<file path="src/mei_pkg.sv">
// ----------------------------------------------------------------------------
// mei_pkg
// Shared types and constants for the modular exponent / inverse block.
// ----------------------------------------------------------------------------
`default_nettype none

package mei_pkg;

  localparam int DATA_W   = 32;
  localparam int BASE_W   = 63;
  localparam int PROD_W   = 2 * DATA_W;
  localparam int EXP_BITS = 32;
  localparam int IDX_W    = $clog2(EXP_BITS);
  localparam int CNT_W    = $clog2(PROD_W);

  localparam logic [DATA_W-1:0] MOD_RESET = 32'd1000000007;

  localparam logic CMD_POWER   = 1'b0;
  localparam logic CMD_INVERSE = 1'b1;

  typedef enum logic [3:0] {
    ST_IDLE,
    ST_BRED,
    ST_BSET,
    ST_SQM,
    ST_SQL,
    ST_SQR,
    ST_SQW,
    ST_MUM,
    ST_MUL,
    ST_MUR,
    ST_MUW,
    ST_NXT,
    ST_DONE
  } state_t;

  typedef struct packed {
    logic load;
    logic red_step;
    logic red_load;
    logic b_from_rem;
    logic r_from_rem;
    logic mul_sq;
    logic mul_base;
    logic idx_dec;
  } dp_cmd_t;

  typedef struct packed {
    logic mod_zero;
    logic red_last;
    logic exp_bit;
    logic idx_zero;
  } dp_status_t;

endpackage

`default_nettype wire

</file>
<file path="src/mei_ctrl.sv">
// ----------------------------------------------------------------------------
// mei_ctrl
// Sequencer for base reduction and left-to-right square-and-multiply.
// ----------------------------------------------------------------------------
`default_nettype none

module mei_ctrl (
  input  wire logic            clk,
  input  wire logic            rst,
  input  wire logic            start,
  input  wire mei_pkg::dp_status_t status,
  output mei_pkg::dp_cmd_t     cmd,
  output logic                 busy,
  output logic                 done
);
  import mei_pkg::*;

  state_t state, state_next;

  always_ff @(posedge clk) begin
    if (rst) begin
      state <= ST_IDLE;
    end else begin
      state <= state_next;
    end
  end

  always_comb begin
    state_next = state;
    case (state)
      ST_IDLE: begin
        if (start) begin
          state_next = status.mod_zero ? ST_DONE : ST_BRED;
        end
      end
      ST_BRED: if (status.red_last) state_next = ST_BSET;
      ST_BSET: state_next = ST_SQM;
      ST_SQM:  state_next = ST_SQL;
      ST_SQL:  state_next = ST_SQR;
      ST_SQR:  if (status.red_last) state_next = ST_SQW;
      ST_SQW:  state_next = status.exp_bit ? ST_MUM : ST_NXT;
      ST_MUM:  state_next = ST_MUL;
      ST_MUL:  state_next = ST_MUR;
      ST_MUR:  if (status.red_last) state_next = ST_MUW;
      ST_MUW:  state_next = ST_NXT;
      ST_NXT:  state_next = status.idx_zero ? ST_DONE : ST_SQM;
      ST_DONE: state_next = ST_IDLE;
      default: state_next = ST_IDLE;
    endcase
  end

  always_comb begin
    cmd  = '0;
    busy = 1'b1;
    done = 1'b0;
    case (state)
      ST_IDLE: begin
        busy     = 1'b0;
        cmd.load = start;
      end
      ST_BRED:  cmd.red_step   = 1'b1;
      ST_BSET:  cmd.b_from_rem = 1'b1;
      ST_SQM:   cmd.mul_sq     = 1'b1;
      ST_SQL:   cmd.red_load   = 1'b1;
      ST_SQR:   cmd.red_step   = 1'b1;
      ST_SQW:   cmd.r_from_rem = 1'b1;
      ST_MUM:   cmd.mul_base   = 1'b1;
      ST_MUL:   cmd.red_load   = 1'b1;
      ST_MUR:   cmd.red_step   = 1'b1;
      ST_MUW:   cmd.r_from_rem = 1'b1;
      ST_NXT:   cmd.idx_dec    = !status.idx_zero;
      ST_DONE:  done           = 1'b1;
      default:  busy           = 1'b1;
    endcase
  end

`ifndef NO_ASSERTIONS
  a_done_then_idle: assert property (@(posedge clk) disable iff (rst)
    done |=> !busy)
    else $error("no return to idle after done");

  a_start_takes: assert property (@(posedge clk) disable iff (rst)
    start && !busy |=> busy)
    else $error("accepted beat did not start work");

  a_cmd_exclusive: assert property (@(posedge clk) disable iff (rst)
    $onehot0({cmd.load, cmd.red_step, cmd.red_load, cmd.b_from_rem,
              cmd.r_from_rem, cmd.mul_sq, cmd.mul_base, cmd.idx_dec}))
    else $error("datapath commands overlap");
`endif

endmodule

`default_nettype wire

</file>
<file path="src/mei_datapath.sv">
// ----------------------------------------------------------------------------
// mei_datapath
// Operand registers, 32x32 multiplier and bit-serial remainder unit.
// ----------------------------------------------------------------------------
`default_nettype none

module mei_datapath (
  input  wire logic                           clk,
  input  wire logic                           rst,
  input  wire logic                           cfg_wr_en,
  input  wire logic [mei_pkg::DATA_W-1:0]     cfg_wr_data,
  input  wire logic                           command,
  input  wire logic [mei_pkg::BASE_W-1:0]     base,
  input  wire logic [mei_pkg::DATA_W-1:0]     exponent,
  input  wire mei_pkg::dp_cmd_t               cmd,
  output mei_pkg::dp_status_t                 status,
  output logic [mei_pkg::DATA_W-1:0]          result
);
  import mei_pkg::*;

  logic [DATA_W-1:0]   modulus;
  logic [DATA_W-1:0]   b;
  logic [DATA_W-1:0]   r;
  logic [EXP_BITS-1:0] exp_q;
  logic [IDX_W-1:0]    idx;
  logic [PROD_W-1:0]   prod;
  logic [DATA_W-1:0]   rem;
  logic [PROD_W-1:0]   shreg;
  logic [CNT_W-1:0]    cnt;

  logic [DATA_W:0]     trial;
  logic [DATA_W-1:0]   diff;
  logic [DATA_W-1:0]   rem_next;
  logic [DATA_W-1:0]   inv_exp;
  logic [DATA_W-1:0]   mul_op;

  always_ff @(posedge clk) begin
    if (rst) begin
      modulus <= MOD_RESET;
    end else if (cfg_wr_en) begin
      modulus <= cfg_wr_data;
    end
  end

  assign trial    = {rem, shreg[PROD_W-1]};
  assign diff     = trial[DATA_W-1:0] - modulus;
  assign rem_next = (trial >= {1'b0, modulus}) ? diff : trial[DATA_W-1:0];
  assign inv_exp  = (modulus >= DATA_W'(2)) ? modulus - DATA_W'(2) : '0;
  assign mul_op   = cmd.mul_base ? b : r;

  always_ff @(posedge clk) begin
    if (cmd.load) begin
      exp_q <= EXP_BITS'((command == CMD_INVERSE) ? inv_exp : exponent);
      r     <= (modulus > DATA_W'(1)) ? DATA_W'(1) : '0;
      idx   <= IDX_W'(EXP_BITS - 1);
      rem   <= '0;
      shreg <= {{(PROD_W-BASE_W){1'b0}}, base};
      cnt   <= CNT_W'(PROD_W - 1);
    end else begin
      if (cmd.red_load) begin
        rem   <= prod[PROD_W-1:DATA_W];
        shreg <= {prod[DATA_W-1:0], {DATA_W{1'b0}}};
        cnt   <= CNT_W'(DATA_W - 1);
      end else if (cmd.red_step) begin
        rem   <= rem_next;
        shreg <= {shreg[PROD_W-2:0], 1'b0};
        cnt   <= cnt - CNT_W'(1);
      end
      if (cmd.mul_sq || cmd.mul_base) begin
        prod <= {{DATA_W{1'b0}}, r} * {{DATA_W{1'b0}}, mul_op};
      end
      if (cmd.b_from_rem) b <= rem;
      if (cmd.r_from_rem) r <= rem;
      if (cmd.idx_dec) idx <= idx - IDX_W'(1);
    end
  end

  assign status.mod_zero = (modulus == '0);
  assign status.red_last = (cnt == '0);
  assign status.exp_bit  = exp_q[idx];
  assign status.idx_zero = (idx == '0);
  assign result          = r;

`ifndef NO_ASSERTIONS
  a_rem_reduced: assert property (@(posedge clk) disable iff (rst)
    cmd.red_step && modulus != '0 |=> rem < modulus)
    else $error("remainder out of range");

  a_r_reduced: assert property (@(posedge clk) disable iff (rst)
    cmd.r_from_rem && modulus != '0 |=> r < modulus)
    else $error("accumulator not reduced");

  a_mod_stable: assert property (@(posedge clk) disable iff (rst)
    cmd.red_step |=> $stable(modulus))
    else $error("modulus changed during reduction");
`endif

endmodule

`default_nettype wire

</file>
<file path="src/modular_exponent_inverse.sv">
// ----------------------------------------------------------------------------
// modular_exponent_inverse
// base^exponent mod modulus, or base^(modulus-2) mod modulus as inverse.
// ----------------------------------------------------------------------------
// One item at a time: busy is high from the accepting edge until done. Every
// modular product goes through a one-bit-per-cycle remainder unit (32 steps;
// 64 for the initial base reduction). With a zero modulus the result is 0 and
// the block goes from idle straight to done. The result is on result for the
// one cycle that done is high and must be taken then; there is no stall.
`default_nettype none

module modular_exponent_inverse (
  input  wire logic                        clk,
  input  wire logic                        rst,
  input  wire logic                        cfg_wr_en,
  input  wire logic [mei_pkg::DATA_W-1:0]  cfg_wr_data,
  input  wire logic                        start,
  input  wire logic                        command,
  input  wire logic [mei_pkg::BASE_W-1:0]  base,
  input  wire logic [mei_pkg::DATA_W-1:0]  exponent,
  output logic                             busy,
  output logic                             done,
  output logic [mei_pkg::DATA_W-1:0]       result
);
  import mei_pkg::*;

  dp_cmd_t    cmd;
  dp_status_t status;

  mei_ctrl u_ctrl (
    .clk    (clk),
    .rst    (rst),
    .start  (start),
    .status (status),
    .cmd    (cmd),
    .busy   (busy),
    .done   (done)
  );

  mei_datapath u_datapath (
    .clk         (clk),
    .rst         (rst),
    .cfg_wr_en   (cfg_wr_en),
    .cfg_wr_data (cfg_wr_data),
    .command     (command),
    .base        (base),
    .exponent    (exponent),
    .cmd         (cmd),
    .status      (status),
    .result      (result)
  );

endmodule

`default_nettype wire
</file>
<file path="config.mk">
export PLATFORM = sky130hd
export DESIGN_NAME = modular_exponent_inverse
export DESIGN_NICKNAME = d
export VERILOG_FILES = /design/src/mei_pkg.sv /design/src/mei_ctrl.sv /design/src/mei_datapath.sv /design/src/modular_exponent_inverse.sv
export SDC_FILE = /design/constraint.sdc
export NUM_CORES = 2
export LEC_CHECK = 0
export BUFFER_PORTS_ARGS = -buffer_cell sky130_fd_sc_hd__buf_2
export CORE_ASPECT_RATIO = 0.7
export CORE_MARGIN = 4
export CORE_UTILIZATION = 40
export DETAILED_ROUTE_END_ITERATION = 7
export PLACE_DENSITY = 0.62
export SYNTH_ARGS = -nofsm -noshare
export SYNTH_HDL_FRONTEND = slang
export SYNTH_SLANG_ARGS = --single-unit
</file>
<file path="constraint.sdc">
create_clock -name clk -period 11.3 [get_ports clk]
set_clock_uncertainty 0.15 [all_clocks]
set_input_delay 1.13 -clock clk [delete_from_list [all_inputs] [get_ports clk]]
set_output_delay 1.13 -clock clk [all_outputs]
set_load 0.02 [all_outputs]
</file>
==> flow_metrics.env <==
export IMPL_ys_seq_elements=303
export IMPL_start_util=0.4028
export IMPL_wl_met2_mm=59.92
export IMPL_fp_row_count=106
export IMPL_drive_gt1_frac=0.06614
export IMPL_r2r_start="u_ctrl.state[0]"
export IMPL_layout_common_cells="969 x inv_1, 897 x fa_1, 623 x and2_1"
export IMPL_netlist_instances=5055
export IMPL_drtIter0Drc=2764
export IMPL_path_max_fanout=64
export IMPL_critPathKind="reg -> reg"
export IMPL_rsz0062_at_grt="no"
export IMPL_cts_htree_levels=1
export IMPL_status="completed"
export IMPL_synthesis_area_um2=48080
export IMPL_dr_wl_met3_mm=9.929
export IMPL_place_hpwl_mm=103.3
export IMPL_cts_sinks=303
export IMPL_final_nets=6341
export IMPL_synth_largest_area_cell="fa_1"
export IMPL_grt_max_degree=65
export IMPL_ys_seq_area_frac=0.1726
export IMPL_grt_ovfl_total=0
export IMPL_post_layout_nonfiller_instances=6601
export IMPL_holdBufCountCts=0
export IMPL_portBuffers=165
export IMPL_arrival_ps=10650
export IMPL_endpoint="u_datapath.prod[61]"
export IMPL_cp_startpoint="u_ctrl.state[0]"
export IMPL_die_w_um=422.4
export IMPL_globalRouteTotalUtil=0.2153
export IMPL_root_buffer="clkbuf_16"
export IMPL_synth_cell_types=76
export IMPL_area_delta_synth_final_pct=6.560
export IMPL_grt_pass1_vias=36820
export IMPL_r2r_end="u_datapath.prod[61]"
export IMPL_placedCellCount=6549
export IMPL_fmax_ghz=0.09544
export IMPL_critPathCaptureType="flip-flop"
export IMPL_max_stage_delay_ps=840
export IMPL_die_area_um2=125900
export IMPL_top_layer_used="met4"
export IMPL_ctsResizeCount=0
export IMPL_finalSetupTns_ps=0
export IMPL_maxSlewHeadroom=0.2519
export IMPL_synth_nets=6383
export IMPL_clk_pin_slew_ps=70
export IMPL_routedWlPerCell_um=20.27
export IMPL_synth_ff_type="edfxtp_1"
export IMPL_synth_edff_count=223
export IMPL_setup_viol=0
export IMPL_routed_wl_mm=133.8
export IMPL_reg2reg_depth=29
export IMPL_fp_coreArea_um2=119400
export IMPL_fin_ws_ps=822.2
export IMPL_drtAntennaViolNets=0
export IMPL_finalHoldViolCount=0
export IMPL_antennaDiodeCount=0
export IMPL_maxCapViolCount=0
export IMPL_cts_buffers=28
export IMPL_cts_max_path_buffers=3
export IMPL_utilization=0.4293
export IMPL_r2r_slack_ps=820
export IMPL_maxSlewViolCount=0
export IMPL_final_common_cell="inv_1"
export IMPL_yosys_area_top_type_share=0.3735
export IMPL_boundaryPins=166
export IMPL_fin_crit_sh=0.9272
export IMPL_slowest_stage="mux2_2"
export IMPL_insertion_delay_ps=580
export IMPL_die_y_um=298.1
export IMPL_grt_pass1_wl_mm=214.7
export IMPL_m1WireLength_mm=61.78
export IMPL_finalWeightedCongestion=0.9214
export IMPL_finalCriticalPeriod_ps=10480
export IMPL_viasPerCell=5.291
export IMPL_post_place_ws_ps=1052
export IMPL_worst_slew_pin_slew_ps=1122
export IMPL_cts_tree="done"
export IMPL_yosysWarningCount=0
export IMPL_hold_path_class="reg -> reg"
export IMPL_drc=0
export IMPL_vias=34930
export IMPL_yosys_top_cells_area="fa_1 37%, edfxtp_1 14%, and2_1 8.1%, ha_1 7.8%, inv_1 7.6%"
export IMPL_cts_setup_buffers=0
export IMPL_async_flop_share=0
export IMPL_antenna_found_initial=3
export IMPL_firstDrtPassIters=6
export IMPL_syn_area_per_cell_um2=9.512
export IMPL_cp_required_ps=11470
export IMPL_start_kind="flip-flop"
export IMPL_crit_top_cell="fa_1"
## cell type report
cell class                 count  area (um2)
clock buffer                  39       793.3
clock inverter                13       193.9
fill                       11660       68130
inverter                     971        3646
multi-input combinational   3483       35050
sequential                   303        8298
tap                         1566        1959
timing repair buffer         226        1296
## logic make-up after synthesis
kind of cell	share of synthesized area
flops	0.1726
simple gates	0.1611
xor+xnor	0.02058
mux	0.01876
compound gates	0.07627
fa+ha+maj	0.4513
buf+inv	0.09943
## worst min-delay path by stage
stage          depth (start not counted)  slack (ps)                      to              startpoint
6_report                               2         340      u_datapath.rem[31]     u_datapath.prod[63]
5_1_grt                                0         350        u_datapath.b[29]      u_datapath.rem[29]
4_1_cts                                2         340      u_datapath.rem[31]     u_datapath.prod[63]
3_5_place_dp                           0         330        u_datapath.b[29]      u_datapath.rem[29]
3_3_place_gp                           2         330  u_datapath.modulus[10]  u_datapath.modulus[10]
2_1_floorplan                          2         270    u_datapath.shreg[63]    u_datapath.shreg[62]
## routing by layer
layer,track usage,up-vias
met5,0,-
met4,0.03036,0
met3,0.03081,125
met2,0.3371,1192
met1,0.3243,18070
li1,-,15540
## critical path: cells and delay by family, from the launching register on
family	cells	cell delay, ps
XOR/XNOR	1	100
flip-flops	1	650
AO/OA/AOI/OAI	5	1630
buffers and inverters	5	450
adder cells (fa/ha/maj)	9	4520
multiplexers	1	840
AND/OR/NAND/NOR	8	1830
## flip-flops by register name, indices dropped and copies added (netlist names)
register            flops
u_datapath.exp_q       32
u_datapath.shreg       64
u_datapath.modulus     32
u_datapath.b           32
u_datapath.idx          5
u_datapath.result      32
u_ctrl.state            4
u_datapath.cnt          6
u_datapath.prod        64
u_datapath.rem         32
## cell usage after synthesis, types with 42 or more instances
master and instances:
nand2_1 586, o21ai_0 112, inv_1 970, a21o_1 54, edfxtp_1 223, mux2i_1 44, a31oi_1 49, dfxtp_1 80
and2_1 623, nand3_1 42, nor2_1 135, ha_1 299, clkbuf_1 275, a21oi_1 116, fa_1 897, xnor2_1 76
## per-stage QoR
step | hold slack (ps) | instance area [um2]
after floorplan | 267.8 | 48090
final | 343.0 | 51240
after global routing | 354.8 | 51240
after global placement | 328.7 | 50250
after detailed placement | 326.5 | 50250
after CTS | 339.5 | 51240
Power is left out: the tool's default activity adds up to more than one toggle a clock period on the data nets, which glitch-free logic cannot reach.
